[config.mk]
export PLATFORM = sky130hd
export DESIGN_NAME = radix_integer_text_parser_core
export DESIGN_NICKNAME = d
export VERILOG_FILES = /design/src/hw/rtl/rtip_pkg.sv /design/src/hw/rtl/radix_integer_text_parser_core.sv
export SDC_FILE = /design/constraint.sdc
export NUM_CORES = 1
export LEC_CHECK = 0
export CAP_MARGIN = 20
export CORE_ASPECT_RATIO = 0.9
export CORE_MARGIN = 3
export CORE_UTILIZATION = 45
export DETAILED_ROUTE_END_ITERATION = 8
export DONT_BUFFER_PORTS = 1
export GPL_TIMING_DRIVEN = 0
export PLACE_DENSITY = 0.64
export RECOVER_POWER = 50
export SLEW_MARGIN = 20
export SYNTH_ARGS = -nofsm -noshare
export SYNTH_HDL_FRONTEND = slang
export SYNTH_SLANG_ARGS = --single-unit
[constraint.sdc]
create_clock -name clk -period 7.7 [get_ports clk]
set_input_delay 1.54 -clock clk [delete_from_list [all_inputs] [get_ports clk]]
set_output_delay 1.54 -clock clk [all_outputs]
set_load 0.005 [all_outputs]
[src/hw/rtl/rtip_pkg.sv]
`timescale 1ns / 1ps

package rtip_pkg;

    typedef enum logic [1:0] {
        PH_START = 2'd0,
        PH_BODY0 = 2'd1,
        PH_BODY1 = 2'd2,
        PH_REST  = 2'd3
    } phase_t;

    localparam logic [5:0] RADIX_RESET = 6'd10;
    localparam logic [5:0] RADIX_MIN   = 6'd2;
    localparam logic [5:0] RADIX_MAX   = 6'd36;
    localparam logic [5:0] RADIX_HEX   = 6'd16;
    localparam logic [5:0] NOT_A_DIGIT = 6'd63;

    localparam logic [7:0] CH_MINUS   = 8'h2D;
    localparam logic [7:0] CH_PLUS    = 8'h2B;
    localparam logic [7:0] CH_ZERO    = 8'h30;
    localparam logic [7:0] CH_NINE    = 8'h39;
    localparam logic [7:0] CH_LOWER_A = 8'h61;
    localparam logic [7:0] CH_LOWER_X = 8'h78;
    localparam logic [7:0] CH_LOWER_Z = 8'h7A;
    localparam logic [7:0] CH_UPPER_A = 8'h41;
    localparam logic [7:0] CH_UPPER_X = 8'h58;
    localparam logic [7:0] CH_UPPER_Z = 8'h5A;
    localparam logic [7:0] LETTER_BASE = 8'd10;

    // Digit value of a character; letters of either case count from ten.
    function automatic logic [5:0] digit_value(input logic [7:0] c);
        logic [7:0] t;
        begin
            t = 8'd0;
            if (c >= CH_ZERO && c <= CH_NINE) begin
                t = c - CH_ZERO;
                return t[5:0];
            end
            if (c >= CH_LOWER_A && c <= CH_LOWER_Z) begin
                t = c - CH_LOWER_A + LETTER_BASE;
                return t[5:0];
            end
            if (c >= CH_UPPER_A && c <= CH_UPPER_Z) begin
                t = c - CH_UPPER_A + LETTER_BASE;
                return t[5:0];
            end
            return NOT_A_DIGIT;
        end
    endfunction

endpackage

[src/hw/rtl/radix_integer_text_parser_core.sv]
`timescale 1ns / 1ps

// Channel   Signals                               Moves
// -------   -----------------------------------   ------------------------------
// input     in_valid, in_ready, character, last   one character request
// output    out_valid, out_ready, value, ok       one result per string
// config    cfg_we, cfg_wdata                     radix write, no handshake
//
// One character is taken per cycle unless a stalled result holds a last character;
// a string's result passes from the input register through one multiply-add on the
// accumulator into the result register.
// Reset sets the radix to ten and starts a new string; no clearing pass is needed.
// A stalled result holds only a last character in the input register; other
// characters keep flowing into the accumulator.

module radix_integer_text_parser_core
    import rtip_pkg::*;
(
    input  logic               clk,
    input  logic               rst_n,
    input  logic               cfg_we,
    input  logic [5:0]         cfg_wdata,
    input  logic               in_valid,
    output logic               in_ready,
    input  logic [7:0]         character,
    input  logic               last,
    output logic               out_valid,
    input  logic               out_ready,
    output logic signed [31:0] value,
    output logic               ok
);

    logic [5:0]  radix_reg;

    logic        s1_valid_reg;
    logic [7:0]  s1_char_reg;
    logic        s1_last_reg;
    logic        s1_advance;

    logic [31:0] acc_reg;
    logic [31:0] acc_next;
    logic        neg_reg;
    logic        neg_next;
    logic        failed_reg;
    logic        failed_next;
    phase_t      phase_reg;
    phase_t      phase_next;

    logic        out_valid_reg;
    logic signed [31:0] value_reg;
    logic        ok_reg;

    logic [5:0]  digit;
    logic        radix_in_range;
    logic        digit_ok;
    logic        is_sign;
    logic        is_prefix;
    logic        take_digit;
    logic [31:0] product;
    logic        result_ok;

    // A last character may only leave the input register when the result slot frees.
    assign s1_advance = s1_valid_reg && (!s1_last_reg || !out_valid_reg || out_ready);
    assign in_ready   = !s1_valid_reg || s1_advance;

    assign digit          = digit_value(s1_char_reg);
    assign radix_in_range = (radix_reg >= RADIX_MIN) && (radix_reg <= RADIX_MAX);
    assign digit_ok       = radix_in_range && (digit < radix_reg);
    assign is_sign        = (s1_char_reg == CH_MINUS) || (s1_char_reg == CH_PLUS);
    assign is_prefix      = (radix_reg == RADIX_HEX) && (acc_reg == 32'd0)
                            && ((s1_char_reg == CH_LOWER_X) || (s1_char_reg == CH_UPPER_X));
    assign product        = acc_reg * {26'd0, radix_reg};

    always_comb
    begin
        phase_next = phase_reg;
        if (!failed_reg) begin
            unique case (phase_reg)
                PH_START: phase_next = is_sign ? PH_BODY0 : PH_BODY1;
                PH_BODY0: phase_next = PH_BODY1;
                PH_BODY1: phase_next = PH_REST;
                PH_REST:  phase_next = PH_REST;
                default:  phase_next = PH_START;
            endcase
        end
        if (s1_last_reg) begin
            phase_next = PH_START;
        end
    end

    always_comb
    begin
        take_digit = 1'b0;
        if (!failed_reg) begin
            unique case (phase_reg)
                PH_START: take_digit = !is_sign;
                PH_BODY0: take_digit = 1'b1;
                PH_BODY1: take_digit = !is_prefix;
                PH_REST:  take_digit = 1'b1;
                default:  take_digit = 1'b0;
            endcase
        end
    end

    // The sign is known before any digit, so the accumulator carries the signed
    // value directly: -(a*r + d) equals (-a)*r - d modulo 2^32.
    always_comb
    begin
        acc_next    = acc_reg;
        neg_next    = neg_reg;
        failed_next = failed_reg;
        if (!failed_reg && (phase_reg == PH_START) && (s1_char_reg == CH_MINUS)) begin
            neg_next = 1'b1;
        end
        if (take_digit) begin
            if (digit_ok) begin
                acc_next = neg_reg ? (product - {26'd0, digit})
                                   : (product + {26'd0, digit});
            end else begin
                failed_next = 1'b1;
            end
        end
    end

    assign result_ok = !failed_next && radix_in_range;

    always_ff @(posedge clk or negedge rst_n)
    begin
        if (!rst_n) begin
            radix_reg <= RADIX_RESET;
        end else if (cfg_we) begin
            radix_reg <= cfg_wdata;
        end
    end

    always_ff @(posedge clk or negedge rst_n)
    begin
        if (!rst_n) begin
            s1_valid_reg <= 1'b0;
        end else if (in_ready) begin
            s1_valid_reg <= in_valid;
        end
    end

    always_ff @(posedge clk)
    begin
        if (in_ready && in_valid) begin
            s1_char_reg <= character;
            s1_last_reg <= last;
        end
    end

    always_ff @(posedge clk or negedge rst_n)
    begin
        if (!rst_n) begin
            acc_reg    <= 32'd0;
            neg_reg    <= 1'b0;
            failed_reg <= 1'b0;
            phase_reg  <= PH_START;
        end else if (s1_advance) begin
            phase_reg <= phase_next;
            if (s1_last_reg) begin
                acc_reg    <= 32'd0;
                neg_reg    <= 1'b0;
                failed_reg <= 1'b0;
            end else begin
                acc_reg    <= acc_next;
                neg_reg    <= neg_next;
                failed_reg <= failed_next;
            end
        end
    end

    always_ff @(posedge clk or negedge rst_n)
    begin
        if (!rst_n) begin
            out_valid_reg <= 1'b0;
        end else if (s1_advance && s1_last_reg) begin
            out_valid_reg <= 1'b1;
        end else if (out_ready) begin
            out_valid_reg <= 1'b0;
        end
    end

    always_ff @(posedge clk)
    begin
        if (s1_advance && s1_last_reg) begin
            value_reg <= result_ok ? $signed(acc_next) : 32'sd0;
            ok_reg    <= result_ok;
        end
    end

    assign out_valid = out_valid_reg;
    assign value     = value_reg;
    assign ok        = ok_reg;

endmodule

==> impl_metrics.env <==
export IMPL_status="complete, no violations"
export IMPL_clock_skew_ns=0.0113
export IMPL_cts_root_buf="clkbuf_16"
export IMPL_worst_slew_pin_slew_ns=0.832
export IMPL_finalCriticalPeriod_ns=7.52
export IMPL_cap_violations=0
export IMPL_ys_warn_count=0
export IMPL_seqCellArea_sq_mm=0.00237
export IMPL_synth_area_top_cells="fa_1, edfxtp_1, dfrtp_1, ha_1, and2_1"
export IMPL_antenna_found_initial=0
export IMPL_firstDrtPassIters=5
export IMPL_drc_errors=0
export IMPL_vias_per_cell=5.67
export IMPL_cpLargestDelayFamily="compound AO/OA/AOI/OAI gates"
export IMPL_fmaxAchievable_ghz=0.133
export IMPL_grt_first_pass_wirelength_mm=48.1
export IMPL_crit_path_start_kind="register"
export IMPL_min_period_over_period=0.977
export IMPL_syn_area_per_cell_sq_um=9.00
export IMPL_dp_hpwl_mm=22.6
export IMPL_grt_max_degree=45
export IMPL_synth_area_leader_cell="fa_1"
export IMPL_die_h_um=154
export IMPL_ys_flop_type="edfxtp_1"
export IMPL_wire_per_inst_um=19.4
export IMPL_ctsHoldBuffers=0
export IMPL_p_leak_nw=5.50
export IMPL_port_buffers=0
export IMPL_drive_gt1_frac=0.0555
export IMPL_synth_seq_area_share=0.217
export IMPL_core_area_sq_mm=0.0236
export IMPL_syn_cell_area_sq_mm=0.0109
export IMPL_grt_ovfl_total=0
export IMPL_fillers=2213
export IMPL_synth_edff_count=42
export IMPL_finalHoldViolCount=0
export IMPL_clk_latency_ns=0.37
export IMPL_max_vdd_ir_drop_v=0.0000899
export IMPL_slew_headroom=0.442
export IMPL_crit_path_frequent_cell="a21oi_1"
export IMPL_cts_buffer_depth=2
export IMPL_cts_buffers=9
export IMPL_powerDensity_mw_per_mm2=150
export IMPL_yosys_top_cells_count="inv_1, and2_1, fa_1"
export IMPL_cp_arrival_ns=7.66
export IMPL_total_power_mw=1.75
export IMPL_netlist_area_leader_share=0.202
export IMPL_cp_required_ns=7.84
export IMPL_path_max_fanout=11
export IMPL_grt_pass1_vias=8754
export IMPL_start_util=0.461
export IMPL_min_path_type="reg -> reg"
export IMPL_first_iter_violations=680
export IMPL_placementRows=53
export IMPL_gp_congestion=0.949
export IMPL_num_vias=8651
export IMPL_n_antenna_cell=0
export IMPL_path_buf_inv=2
export IMPL_clk_pin_slew_ns=0.08
export IMPL_drv_slew=0
export IMPL_syn_to_final_growth_pct=7.06
export IMPL_max_stage_delay_ns=0.70
export IMPL_ios=55
export IMPL_crit_slowest_cell="dfstp_2"
export IMPL_globalRouteTotalUtil=0.234
export IMPL_detail_route_antenna_nets=0
export IMPL_setup_viol=0
export IMPL_synth_most_common_cell="inv_1"
export IMPL_routed_wl_mm=29.6
export IMPL_die_area_sq_mm=0.0261
export IMPL_syn_num_nets=1421
export IMPL_holdWs_ns=0.552
export IMPL_syn_inst=1210
export IMPL_multiInputGateArea_sq_mm=0.00772
export IMPL_async_flop_share=0.512
export IMPL_synthDistinctLibCells=69
export IMPL_cts_tree="built"
export IMPL_synth_seq_cells=86
export IMPL_die_w_um=170
export IMPL_clock_sinks=86
export IMPL_cts_max_level=3
export IMPL_fin_nets=1431
export IMPL_fin_util=0.494
export IMPL_fin_setup_tns_ns=0
export IMPL_cp_end_kind="register"
export IMPL_worst_setup_path_type="reg -> reg"
==> kinds of logic (layout without fill, tap and decap cells) <==
kind of cell	after synthesis	in the layout	share of synthesized area
and+or+nand+nor	382	382	0.184
AOI/OAI and AO/OA	242	242	0.150
buffers and inverters	218	233	0.0772
adders and majority gates	191	191	0.295
DFF	86	86	0.217
xor gates and xnor gates	66	66	0.0531
muxes	25	25	0.0231
==> report_power, final <==
group	leakage [nW]	internal [mW]	switching, mW	total [mW]
clock network	0.151	0.234	0.240	0.474
logic	4.35	0.269	0.437	0.707
registers	0.994	0.519	0.0537	0.573
total	5.50	1.02	0.731	1.75
==> through the flow <==
step           worst slack (ns)  cells  cell area, sq um
3_3_place_gp             -0.816   1512             11300
5_1_grt                 -0.0566   1527             11700
2_1_floorplan             0.997   1210             10900
4_1_cts                  0.0158   1526             11600
6_report                  0.177   1527             11700
3_5_place_dp             -0.862   1513             11300
==> final cells by class <==
class,instances,share of cell area
inverters,169,0.0544
flip-flops and latches,86,0.203
well taps,302,0.0324
plain buffers,45,0.0177
repair buffers,3,0.00365
multi-input cells,906,0.662
clock inverters,7,0.00740
clock buffers,9,0.0193
==> placed cells by master, fill, tap and decap left out, types with 11 or more instances in the layout <==
master / count
a21o_1: 28
a21oi_1: 61
a22o_1: 26
a31oi_1: 13
and2_1: 123
buf_2: 12
clkbuf_1: 20
dfrtp_1: 40
edfxtp_1: 42
fa_1: 110
ha_1: 81
inv_1: 164
mux2i_1: 24
nand2_1: 92
nand2b_1: 11
nand3_1: 14
nand4_1: 11
nor2_1: 71
nor4_1: 12
o21a_1: 11
o21ai_0: 35
xnor2_1: 50
xor2_1: 16
==> path summary, 6_finish.rpt <==
| check | start | to | slack, ns | depth (start not counted) |
|---|---|---|---|---|
| min in group asynchronous | rst_n | acc_reg[1] | 0.86 | 0 |
| hold / removal | phase_reg[0] | phase_reg[0] | 0.55 | 2 |
| max in group asynchronous | rst_n | radix_reg[1] | 6.66 | 0 |
| setup / recovery | radix_reg[3] | value[31] | 0.18 | 28 |
| setup reg to reg | radix_reg[3] | value[31] | 0.18 | 28 |
| hold reg to reg | phase_reg[0] | phase_reg[0] | 0.55 | 2 |
==> worst min-delay path, stage by stage, from the launching register on <==
cell and delay [ns]:
dfrtp_1 0.37, o21ai_0 0.09, nand2_1 0.06
==> timing repair <==
action	CTS	global route
buffers inserted	0	2
gates resized for setup	11	13
endpoints found under the setup margin	9	5
pin swaps	0	1
==> metal layers <==
| layer | global-route usage | up-vias | part of all wire |
|---|---|---|---|
| met5 | 0 | - | 0 |
| met4 | 0.0572 | 0 | 0.020 |
| met3 | 0.0424 | 41 | 0.061 |
| met2 | 0.361 | 255 | 0.45 |
| met1 | 0.344 | 4287 | 0.47 |
| li1 | - | 4068 | - |
Power figures use the tool's default switching activity.
